===== src/rtl/mkphr_pkg.sv =====
package mkphr_pkg;

  // fixed field widths
  localparam int unsigned PortFieldW   = 16;
  localparam int unsigned PortWidthDef = 16;
  localparam int unsigned CountW       = 8;
  localparam int unsigned IdxW         = 4;
  localparam int unsigned AlignW       = 8;
  localparam int unsigned ApbAddrW     = 4;
  localparam int unsigned ApbDataW     = 32;
  localparam int unsigned InDataW      = 32;
  localparam int unsigned OutDataW     = 16;

  // register reset values
  localparam logic [PortFieldW-1:0] RowMaskRst      = 16'h00ff;
  localparam logic [PortFieldW-1:0] ColMaskRst      = 16'hff00;
  localparam logic [CountW-1:0]     ReleaseTicksRst = 8'd5;
  localparam logic [CountW-1:0]     HoldTicksRst    = 8'd100;
  localparam logic [CountW-1:0]     CountMax        = 8'hff;

  // register index, taken from paddr[3:2]
  typedef enum logic [1:0] {
    REG_ROW_MASK      = 2'd0,
    REG_COL_MASK      = 2'd1,
    REG_RELEASE_TICKS = 2'd2,
    REG_HOLD_TICKS    = 2'd3
  } reg_idx_e;

  // input item kind
  localparam logic OP_ROW_EVENT = 1'b0;
  localparam logic OP_TICK      = 1'b1;

  // reported event codes
  localparam logic [1:0] EV_NONE     = 2'd0;
  localparam logic [1:0] EV_PRESSED  = 2'd1;
  localparam logic [1:0] EV_RELEASED = 2'd2;
  localparam logic [1:0] EV_HELD     = 2'd3;

  // reported state codes
  localparam logic [1:0] ST_RELEASED = 2'd0;
  localparam logic [1:0] ST_PRESSED  = 2'd1;
  localparam logic [1:0] ST_HELD     = 2'd2;

  typedef enum logic [2:0] {
    MODE_RELEASED = 3'b001,
    MODE_PRESSED  = 3'b010,
    MODE_HELD     = 3'b100
  } mode_e;

  typedef struct packed {
    logic [PortFieldW-1:0] row_mask;
    logic [PortFieldW-1:0] col_mask;
    logic [CountW-1:0]     release_ticks;
    logic [CountW-1:0]     hold_ticks;
  } cfg_t;

  // port bits that exist on the pins
  function automatic logic [PortFieldW-1:0] keep_bits(int unsigned pw);
    logic [PortFieldW-1:0] k;
    k = '0;
    for (int unsigned i = 0; i < PortFieldW; i++) begin
      if (i < pw) k[i] = 1'b1;
    end
    return k;
  endfunction

  function automatic logic [1:0] mode_code(mode_e m);
    logic [1:0] c;
    case (m)
      MODE_PRESSED: c = ST_PRESSED;
      MODE_HELD:    c = ST_HELD;
      default:      c = ST_RELEASED;
    endcase
    return c;
  endfunction

  function automatic logic [CountW-1:0] sat_inc(logic [CountW-1:0] c);
    return (c == CountMax) ? CountMax : c + CountW'(1);
  endfunction

endpackage


===== src/rtl/mkphr_align.sv =====
module mkphr_align #(
  parameter int unsigned PORT_WIDTH = mkphr_pkg::PortWidthDef
) (
  input  logic [mkphr_pkg::PortFieldW-1:0] port_i,
  input  logic [mkphr_pkg::PortFieldW-1:0] mask_i,
  output logic [mkphr_pkg::IdxW-1:0]       idx_o
);
  import mkphr_pkg::*;

  localparam logic [PortFieldW-1:0] Keep = keep_bits(PORT_WIDTH);

  logic [PortFieldW-1:0] mask_k;
  logic [PortFieldW-1:0] port_k;
  logic [$clog2(PortFieldW)-1:0] shift;
  logic [PortFieldW-1:0] shifted;
  logic [AlignW-1:0] aligned;

  assign mask_k = mask_i & Keep;
  assign port_k = port_i & Keep;

  // lowest set mask bit, zero shift for an empty mask
  always_comb begin
    shift = '0;
    for (int i = PortFieldW - 1; i >= 0; i--) begin
      if (mask_k[i]) shift = ($clog2(PortFieldW))'(i);
    end
  end

  assign shifted = port_k >> shift;
  assign aligned = shifted[AlignW-1:0];

  always_comb begin
    idx_o = IdxW'(AlignW);
    for (int i = AlignW - 1; i >= 0; i--) begin
      if (aligned[i]) idx_o = IdxW'(i);
    end
  end

endmodule


===== src/rtl/mkphr_regs.sv =====
module mkphr_regs (
  input  logic                              clk_i,
  input  logic                              rst_ni,
  input  logic                              psel,
  input  logic                              penable,
  input  logic                              pwrite,
  input  logic [mkphr_pkg::ApbAddrW-1:0]    paddr,
  input  logic [mkphr_pkg::ApbDataW-1:0]    pwdata,
  output logic [mkphr_pkg::ApbDataW-1:0]    prdata,
  output mkphr_pkg::cfg_t                   cfg_o
);
  import mkphr_pkg::*;

  cfg_t     cfg_q;
  reg_idx_e idx;
  logic     wr_en;

  assign idx   = reg_idx_e'(paddr[ApbAddrW-1:2]);
  assign wr_en = psel && penable && pwrite;

  always_ff @(posedge clk_i or negedge rst_ni) begin
    if (!rst_ni) begin
      cfg_q.row_mask      <= RowMaskRst;
      cfg_q.col_mask      <= ColMaskRst;
      cfg_q.release_ticks <= ReleaseTicksRst;
      cfg_q.hold_ticks    <= HoldTicksRst;
    end else if (wr_en) begin
      case (idx)
        REG_ROW_MASK:      cfg_q.row_mask      <= pwdata[PortFieldW-1:0];
        REG_COL_MASK:      cfg_q.col_mask      <= pwdata[PortFieldW-1:0];
        REG_RELEASE_TICKS: cfg_q.release_ticks <= pwdata[CountW-1:0];
        REG_HOLD_TICKS:    cfg_q.hold_ticks    <= pwdata[CountW-1:0];
        default: ;
      endcase
    end
  end

  always_comb begin
    case (idx)
      REG_ROW_MASK:      prdata = ApbDataW'(cfg_q.row_mask);
      REG_COL_MASK:      prdata = ApbDataW'(cfg_q.col_mask);
      REG_RELEASE_TICKS: prdata = ApbDataW'(cfg_q.release_ticks);
      REG_HOLD_TICKS:    prdata = ApbDataW'(cfg_q.hold_ticks);
      default:           prdata = '0;
    endcase
  end

  assign cfg_o = cfg_q;

endmodule


===== src/rtl/matrix_keypad_press_hold_release.sv =====
// an accepted input beat passes the input register, then the result register, to the master side
// throughput: one beat per cycle unless the result stalls, set by the single compute
//   stage between input and result registers (state updates in that one step)
// reset: rst_ni is asynchronous active low; it returns the key to released,
//   clears the counters and key position and loads the register defaults
module matrix_keypad_press_hold_release #(
  parameter int unsigned PORT_WIDTH = mkphr_pkg::PortWidthDef
) (
  input  logic                                clk_i,
  input  logic                                rst_ni,
  // configuration port
  input  logic                                psel,
  input  logic                                penable,
  input  logic                                pwrite,
  input  logic [mkphr_pkg::ApbAddrW-1:0]      paddr,
  input  logic [mkphr_pkg::ApbDataW-1:0]      pwdata,
  output logic [mkphr_pkg::ApbDataW-1:0]      prdata,
  output logic                                pready,
  // input stream
  input  logic                                s_axis_tvalid,
  output logic                                s_axis_tready,
  input  logic [mkphr_pkg::InDataW-1:0]       s_axis_tdata,  // row_port, col_port
  input  logic                                s_axis_tuser,  // operation
  // result stream
  output logic                                m_axis_tvalid,
  input  logic                                m_axis_tready,
  output logic [mkphr_pkg::OutDataW-1:0]      m_axis_tdata   // key_event, key_state,
                                                             // key_row, key_col, pad
);
  import mkphr_pkg::*;

  localparam logic [PortFieldW-1:0] Keep = keep_bits(PORT_WIDTH);

  cfg_t cfg;

  // register file, write at the access phase, reads are combinational
  mkphr_regs u_regs (
    .clk_i   (clk_i),
    .rst_ni  (rst_ni),
    .psel    (psel),
    .penable (penable),
    .pwrite  (pwrite),
    .paddr   (paddr),
    .pwdata  (pwdata),
    .prdata  (prdata),
    .cfg_o   (cfg)
  );

  assign pready = 1'b1;

  // input register
  logic                  in_vld_q;
  logic                  op_q;
  logic [PortFieldW-1:0] row_q;
  logic [PortFieldW-1:0] col_q;

  // result register
  logic                  out_vld_q;
  logic [1:0]            ev_q,  ev_d;
  logic [1:0]            st_q;

  // key state
  mode_e                 mode_q, mode_d;
  logic [CountW-1:0]     open_q, open_d;
  logic [CountW-1:0]     press_q, press_d;
  logic [IdxW-1:0]       row_idx_q, row_idx_d;
  logic [IdxW-1:0]       col_idx_q, col_idx_d;

  logic advance;
  logic in_take;

  // the input stage moves on whenever the result register is free or draining
  assign advance       = in_vld_q && (!out_vld_q || m_axis_tready);
  assign s_axis_tready = !in_vld_q || advance;
  assign in_take       = s_axis_tvalid && s_axis_tready;

  always_ff @(posedge clk_i or negedge rst_ni) begin
    if (!rst_ni) begin
      in_vld_q <= 1'b0;
    end else if (s_axis_tready) begin
      in_vld_q <= s_axis_tvalid;
    end
  end

  always_ff @(posedge clk_i) begin
    if (in_take) begin
      op_q  <= s_axis_tuser;
      row_q <= s_axis_tdata[PortFieldW-1:0];
      col_q <= s_axis_tdata[2*PortFieldW-1:PortFieldW];
    end
  end

  // key position from the aligned ports
  logic [IdxW-1:0] row_idx_new, col_idx_new;

  mkphr_align #(.PORT_WIDTH(PORT_WIDTH)) u_align_row (
    .port_i (row_q),
    .mask_i (cfg.row_mask),
    .idx_o  (row_idx_new)
  );

  mkphr_align #(.PORT_WIDTH(PORT_WIDTH)) u_align_col (
    .port_i (col_q),
    .mask_i (cfg.col_mask),
    .idx_o  (col_idx_new)
  );

  logic              rows_any;
  logic              cols_idle;
  logic [CountW-1:0] press_inc;
  logic [CountW-1:0] open_inc;

  assign rows_any  = |(row_q & Keep);
  assign cols_idle = ~|(col_q & Keep);
  assign press_inc = sat_inc(press_q);
  assign open_inc  = cols_idle ? sat_inc(open_q) : open_q;

  always_comb begin
    mode_d    = mode_q;
    open_d    = open_q;
    press_d   = press_q;
    row_idx_d = row_idx_q;
    col_idx_d = col_idx_q;
    ev_d      = EV_NONE;
    if (op_q == OP_ROW_EVENT) begin
      // a press is only taken from the released state with some row line set
      if (mode_q == MODE_RELEASED && rows_any) begin
        row_idx_d = row_idx_new;
        col_idx_d = col_idx_new;
        open_d    = '0;
        press_d   = '0;
        mode_d    = MODE_PRESSED;
        ev_d      = EV_PRESSED;
      end
    end else if (mode_q != MODE_RELEASED) begin
      press_d = press_inc;
      open_d  = open_inc;
      // release has priority over hold on the same tick
      if (open_inc >= cfg.release_ticks) begin
        open_d  = '0;
        press_d = '0;
        mode_d  = MODE_RELEASED;
        ev_d    = EV_RELEASED;
      end else if (press_inc >= cfg.hold_ticks) begin
        press_d = '0;
        mode_d  = MODE_HELD;
        ev_d    = EV_HELD;
      end
    end
  end

  always_ff @(posedge clk_i or negedge rst_ni) begin
    if (!rst_ni) begin
      mode_q    <= MODE_RELEASED;
      open_q    <= '0;
      press_q   <= '0;
      row_idx_q <= '0;
      col_idx_q <= '0;
      out_vld_q <= 1'b0;
    end else begin
      if (advance) begin
        mode_q    <= mode_d;
        open_q    <= open_d;
        press_q   <= press_d;
        row_idx_q <= row_idx_d;
        col_idx_q <= col_idx_d;
        out_vld_q <= 1'b1;
      end else if (m_axis_tready) begin
        out_vld_q <= 1'b0;
      end
    end
  end

  // result payload; key position is read back from the state registers
  always_ff @(posedge clk_i) begin
    if (advance) begin
      ev_q <= ev_d;
      st_q <= mode_code(mode_d);
    end
  end

  assign m_axis_tvalid = out_vld_q;
  assign m_axis_tdata  = {4'b0000, col_idx_q, row_idx_q, st_q, ev_q};

endmodule


===== config.mk =====
export PLATFORM = sky130hd
export DESIGN_NAME = matrix_keypad_press_hold_release
export DESIGN_NICKNAME = d
export VERILOG_FILES = /design/src/rtl/mkphr_pkg.sv /design/src/rtl/mkphr_align.sv /design/src/rtl/mkphr_regs.sv /design/src/rtl/matrix_keypad_press_hold_release.sv
export SDC_FILE = /design/constraint.sdc
export NUM_CORES = 1
export LEC_CHECK = 0
export BUFFER_PORTS_ARGS = -buffer_cell sky130_fd_sc_hd__buf_4
export CORE_MARGIN = 5
export CORE_UTILIZATION = 52
export CTS_CLUSTER_SIZE = 40
export DETAILED_ROUTE_END_ITERATION = 10
export HOLD_SLACK_MARGIN = 0.02
export PLACE_DENSITY_LB_ADDON = 0.2
export SKIP_LAST_GASP = 1
export SLEW_MARGIN = 5
export SYNTH_ARGS = -nofsm -noshare
export SYNTH_HDL_FRONTEND = slang
export SYNTH_SLANG_ARGS = --single-unit

===== constraint.sdc =====
create_clock -name clk_i -period 3.4 [get_ports clk_i]
set_clock_uncertainty 0.1 [all_clocks]
set_input_delay 0.68 -clock clk_i [delete_from_list [all_inputs] [get_ports clk_i]]
set_output_delay 0.68 -clock clk_i [all_outputs]
set_load 0.01 [all_outputs]

-- Word level (Yosys, flattened, before mapping)
Index checks and enable logic that the tools add are counted.
- input port bits: 76
- output and inout bits: 51
- register bits: 114
- logic and storage cells: 126
- $lt $le $gt $ge: 2
- equal/unequal tests: 10
- add/subtract/negate cells: 2
- reduce and logical (&&, ||, !) cells: 20
- bitwise operators: 1
- mux-type cells: 73
- shift-type cells: 2
- operator list (operator ; count):
    $mux 4 ; 48
    $pmux 32 s4 ; 1
    $mux 8 ; 11
    $reduce_or 16->1 ; 2
    $shr 16x4->8 ; 2
    $add 8x1->8 const B ; 2
    $eq 8x8->1 const B ; 2
    $ge 8x8->1 ; 2
    $mux 3 ; 5
    $mux 2 ; 4
    $reduce_and 2->1 ; 4
    $reduce_and 3->1 ; 2
    $logic_and 1x1->1 ; 5
    $eq 2x2->1 const B ; 2
    $pmux 2 s2 ; 1
    $reduce_bool 2->1 ; 2
    $eq 3x1->1 const B ; 1
    $eq 3x2->1 const B ; 1
    $eq 3x3->1 const B ; 1
    $mux 1 ; 3
    $ne 3x1->1 const B ; 1
    $eq 2x1->1 const B ; 1
    $logic_not 1->1 ; 2
    $logic_not 2->1 ; 1
    other kinds (3) ; 4

-- Logic depth before layout (Yosys ltp)
- word-level depth: 25
- gate-level depth with buffers: 16
- mapped depth without buffers: 16

-- Modules after synthesis
From an unflattened synthesis, not the netlist that was laid out.
- cell total of the unflattened synthesis: 711
- area total of the unflattened synthesis: 7768.7 µm²
- modules (own cells, without submodules) (module ; times used ; seq. area each (µm²) ; cells each ; area each (µm²)):
    matrix_keypad_press_hold_release ; 1 ; 1838.0 ; 279 ; 3355.7
    mkphr_regs ; 1 ; 1227.4 ; 152 ; 2346.0
    mkphr_align ; 2 ; 0.0 ; 140 ; 1033.5

-- Least setup slack after synthesis
Ideal clock, no wire load.
- path kind: register to register
- start: register col_q[11]
- end: register press_q[1]
- buffers on the path: 1
- setup slack: -83 ps
- setup time: 67 ps
- period minus slack after synthesis: 3483 ps
- required time: 3233 ps
- stages on the path, launching flop included: 17
- arrival time: 3316 ps
- cells stage by stage: edfxtp_1 > nor4_1 > and4_1 > clkbuf_1 > o21ai_0 > mux2i_1 > ha_1 > nand2b_1 > a21o_1 > a21o_1 > a21oi_1 > nor2b_1 > o21ai_0 > a21oi_1 > or3_1 > nor2_1 > a22o_1
- longest elaborated chain between the ends: 6
- ends and longest elaborated chain (item ; RTL line ; text):
    start, declared ; matrix_keypad_press_hold_release.sv:55 ; logic [PortFieldW-1:0] col_q;
    start signal, assigned ; matrix_keypad_press_hold_release.sv:89 ; col_q <= s_axis_tdata[2*PortFieldW-1:PortFieldW];
    $reduce_or 16->1 ; matrix_keypad_press_hold_release.sv:114 ; assign cols_idle = ~|(col_q & Keep);
    $mux 8 ; matrix_keypad_press_hold_release.sv:116 ; assign open_inc = cols_idle ? sat_inc(open_q) : open_q;
    $ge 8x8->1 ; matrix_keypad_press_hold_release.sv:139 ; if (open_inc >= cfg.release_ticks) begin
    $mux 8 ; matrix_keypad_press_hold_release.sv:139 ;
    $mux 8 ; matrix_keypad_press_hold_release.sv:135 ; end else if (mode_q != MODE_RELEASED) begin
    $mux 8 ; matrix_keypad_press_hold_release.sv:125 ; if (op_q == OP_ROW_EVENT) begin
    end signal, assigned ; matrix_keypad_press_hold_release.sv:164 ; press_q <= press_d;
    end, declared ; matrix_keypad_press_hold_release.sv:65 ; logic [CountW-1:0] press_q, press_d;
Every way passes these cells. The select of a mux whose other input is x is not followed.
A chain may end at the register's enable or synchronous reset.

-- Final worst setup path
- start: register col_q[14]
- end: register press_q[2]
Same word-level chain as after synthesis.

==> impl_results.md <==
* CP Class: reg -> reg
* Final ANT Viol Nets at 0
* Yosys top cell by area: dfrtp_1
* Ant. Diodes at 0
* Max-cap violations at 0
* R2r startpoint: col_q[14]$_DFFE_PP_
* Max-slew headroom at 34.0%
* Worst EP required at 3.65 ns
* Global placer's final weighted congestion at 0.910
* Post-DR wirelength/cell at 18.8 um
* Max Fclk at 300 MHz
* YS warnings at 0
* PortBufs at 87
* Synth cell count leaders: dfrtp_1, mux2_2, nand2_1, nor2_1, edfxtp_1
* R2r setup slk at 0.06 ns
* Chip Width at 129 um
* CTS H-tree depth at 4
* Routed vias/inst at 5.99
* Share of cells above drive strength 1 at 36.8%
* CTS root buf: clkbuf_16
* Synth Instances at 710
* Post-DP HPWL at 14.5 mm
* Leakage power at 4.01 nW
* CP startpoint kind: flip-flop
* FILL cells at 1117
* Worst setup startpoint: col_q[14]$_DFFE_PP_
* Hold crit path type: in -> async
* Critical-path top delay cell: or3_4
* Critical path peak fanout at 7
* Vias after detailed routing at 6222
* Run status: complete, no violations
* Die area at 16700 sq um
* Clock latency on the worst-skew pair at 0.42 ns
* Synth Flop Type: dfrtp_1
* Worst Setup End Kind: flip-flop
* Pwr/cell area at 675 nW/um^2
* Drt total wl at 19.5 mm
* Seq/Total Area, Yosys at 41.5%
* Antenna violations before repair at 0
* Post-Syn Area at 7380 sq um
* Worst vdd ir at 0.468 mV
* Synth top area share at 18.6%
* CTS clk-pin slew, worst paths at 0.05 ns
* Final Core Density at 66.4%
* TritonCTS Buffers at 17
* CP peak stage delay at 0.42 ns
* Minimum clock period at 3.34 ns
* Worst slew pin tran at 0.990 ns
* Die height at 129 um
* Initial DRC count at 414
* Fin crit share at 98.1%
* Worst reg2reg path depth at 15
* Reg-to-reg endpoint: press_q[2]$_DFFE_PN0P_
* Final Max Tran Viols at 0
* Syn avg cell area at 10.4 sq um
* Total power at 6.22 mW
* Worst slack at placement at -0.227 ns
* Vias in the first global route at 6241
* EDFF count, synth at 37
* Initial Util at 53.2%
* Rows at 43
* Hold-fix buffers, CTS at 0
* DRC viols at 0
* First-pass GRT wire length at 31.8 mm
* Final hold viol count at 0
* Core area at 13900 sq um
* Setup Viol. Count Final at 0
* CTS tree: done
* Clk sinks at 114
* Fin nets at 940
* Hold WS at 0.308 ns
* Largest net degree at the start of global routing at 78
* GRT Total Usage at 24.1%
* Drt pass-1 iters at 5
* Critical path cell sequence: nor4_2 > and4_4 > o21ai_2 > mux2i_1 > ha_1 > nand2b_4 > a21o_1 > a21o_1 > a21oi_2 > nor2b_1 > o21ai_1 > a21oi_2 > or3_4 > nor2_4 > a22o_1
* Area growth syn-to-layout at 24.8%
* CP Data Arrival Time at 3.59 ns
* Grt ovf at 0
* I/O pin cnt at 127
* Async SR Flop Fraction at 67.5%
* Dominant cells by area after synthesis: dfrtp_1, edfxtp_1, mux2_2
* Worst Slack Setup Final at 0.0638 ns
* Number of synthesized register bits at 114
* End point of the critical path: press_q[2]$_DFFE_PN0P_
* Yosys cell types at 91
* RSZ-0062 raised after global routing: yes
* Setup TNS at 0 ns
* Clk buf depth at 2
## final cells by class
type	instances	area, sq um	area share, %
Tap cell	180	225	2.44
Multi-Input combinational cell	551	4200	45.6
Sequential cell	114	3070	33.3
Clock inverter	15	145	1.58
Clock buffer	17	425	4.62
Timing Repair Buffer	138	1060	11.5
Inverter	24	90.1	0.978
## worst max-delay path: cells and delay by family (launching register included)
family | cells | cell delay, ns
simple gates | 6 | 1.41
flops | 1 | 0.41
mux | 1 | 0.18
compound gates | 7 | 0.89
fa+ha+maj | 1 | 0.26
## metrics by stage
step | instances | area [sq um]
global route | 1039 | 9220
global placement | 1003 | 8460
finish | 1039 | 9220
CTS | 1035 | 9070
detailed placement | 1003 | 8460
floorplan | 729 | 7460
## flip-flops by register name, summed over array words and instances (netlist names)
| name | count |
|---|---|
| row_q | 16 |
| press_q | 8 |
| in_vld_q | 1 |
| u_regs.cfg_o | 48 |
| st_q | 2 |
| open_q | 8 |
| op_q | 1 |
| m_axis_tvalid | 1 |
| col_q | 16 |
| row_idx_q | 4 |
| mode_q | 3 |
| col_idx_q | 4 |
| ev_q | 2 |
## timing repair
action | 4_1_cts | 5_1_grt
gates resized for setup | 16 | 25
hold endpoints to repair | 0 | 0
pin swaps | 6 | 18
setup endpoints to repair | 15 | 23
setup buffers | 0 | 4
## metal layers
layer	share of wire (%)	GRT usage, %	vias to the layer above
met1	41	29.9	3052
met2	51	42.3	204
met5	0	0	-
met3	5.9	5.56	29
met4	2.1	6.92	0
li1	-	-	2937
## power by group
group	total [mW]	internal (mW)	switching (mW)
Combinational	2.50	1.17	1.33
Sequential	2.00	1.71	0.286
Clock	1.72	1.02	0.694
Total	6.22	3.91	2.31
## cells by family after synthesis
| logic type | after synthesis | share of synthesized area, % |
|---|---|---|
| AOI/OAI and AO/OA | 162 | 16.9 |
| buffers and inverters | 64 | 4.69 |
| xor gates and xnor gates | 6 | 0.712 |
| and+or+nand+nor | 247 | 17.5 |
| other | 2 | 0.102 |
| DFF | 114 | 41.5 |
| muxes | 97 | 15.5 |
| adders and majority gates | 18 | 3.05 |
## worst min-delay path by stage
stage | startpoint | endpoint | depth (start not counted)
finish | rst_ni | press_q[4]$_DFFE_PN0P_ | 1
detailed placement | col_idx_q[2]$_DFFE_PN0P_ | col_idx_q[2]$_DFFE_PN0P_ | 2
global placement | row_idx_q[3]$_DFFE_PN0P_ | row_idx_q[3]$_DFFE_PN0P_ | 2
global route | s_axis_tdata[10] | row_q[10]$_DFFE_PP_ | 1
floorplan | rst_ni | col_idx_q[0]$_DFFE_PN0P_ | 0
CTS | s_axis_tdata[17] | col_q[1]$_DFFE_PP_ | 1
## layout by cell type, fill, tap and decap left out, drive strengths merged, types with 17 or more instances in the layout
cell type	Yosys	layout
nor2	54	54
mux2i	33	33
ha	18	18
dfstp	22	22
conb	2	21
dfrtp	55	55
o21ai	43	43
nand3	36	36
edfxtp	37	37
mux2	56	56
inv	24	32
nand2	54	54
buf	28	138
clkbuf	12	17
nor4	17	17
Power figures use the tool's default switching activity.
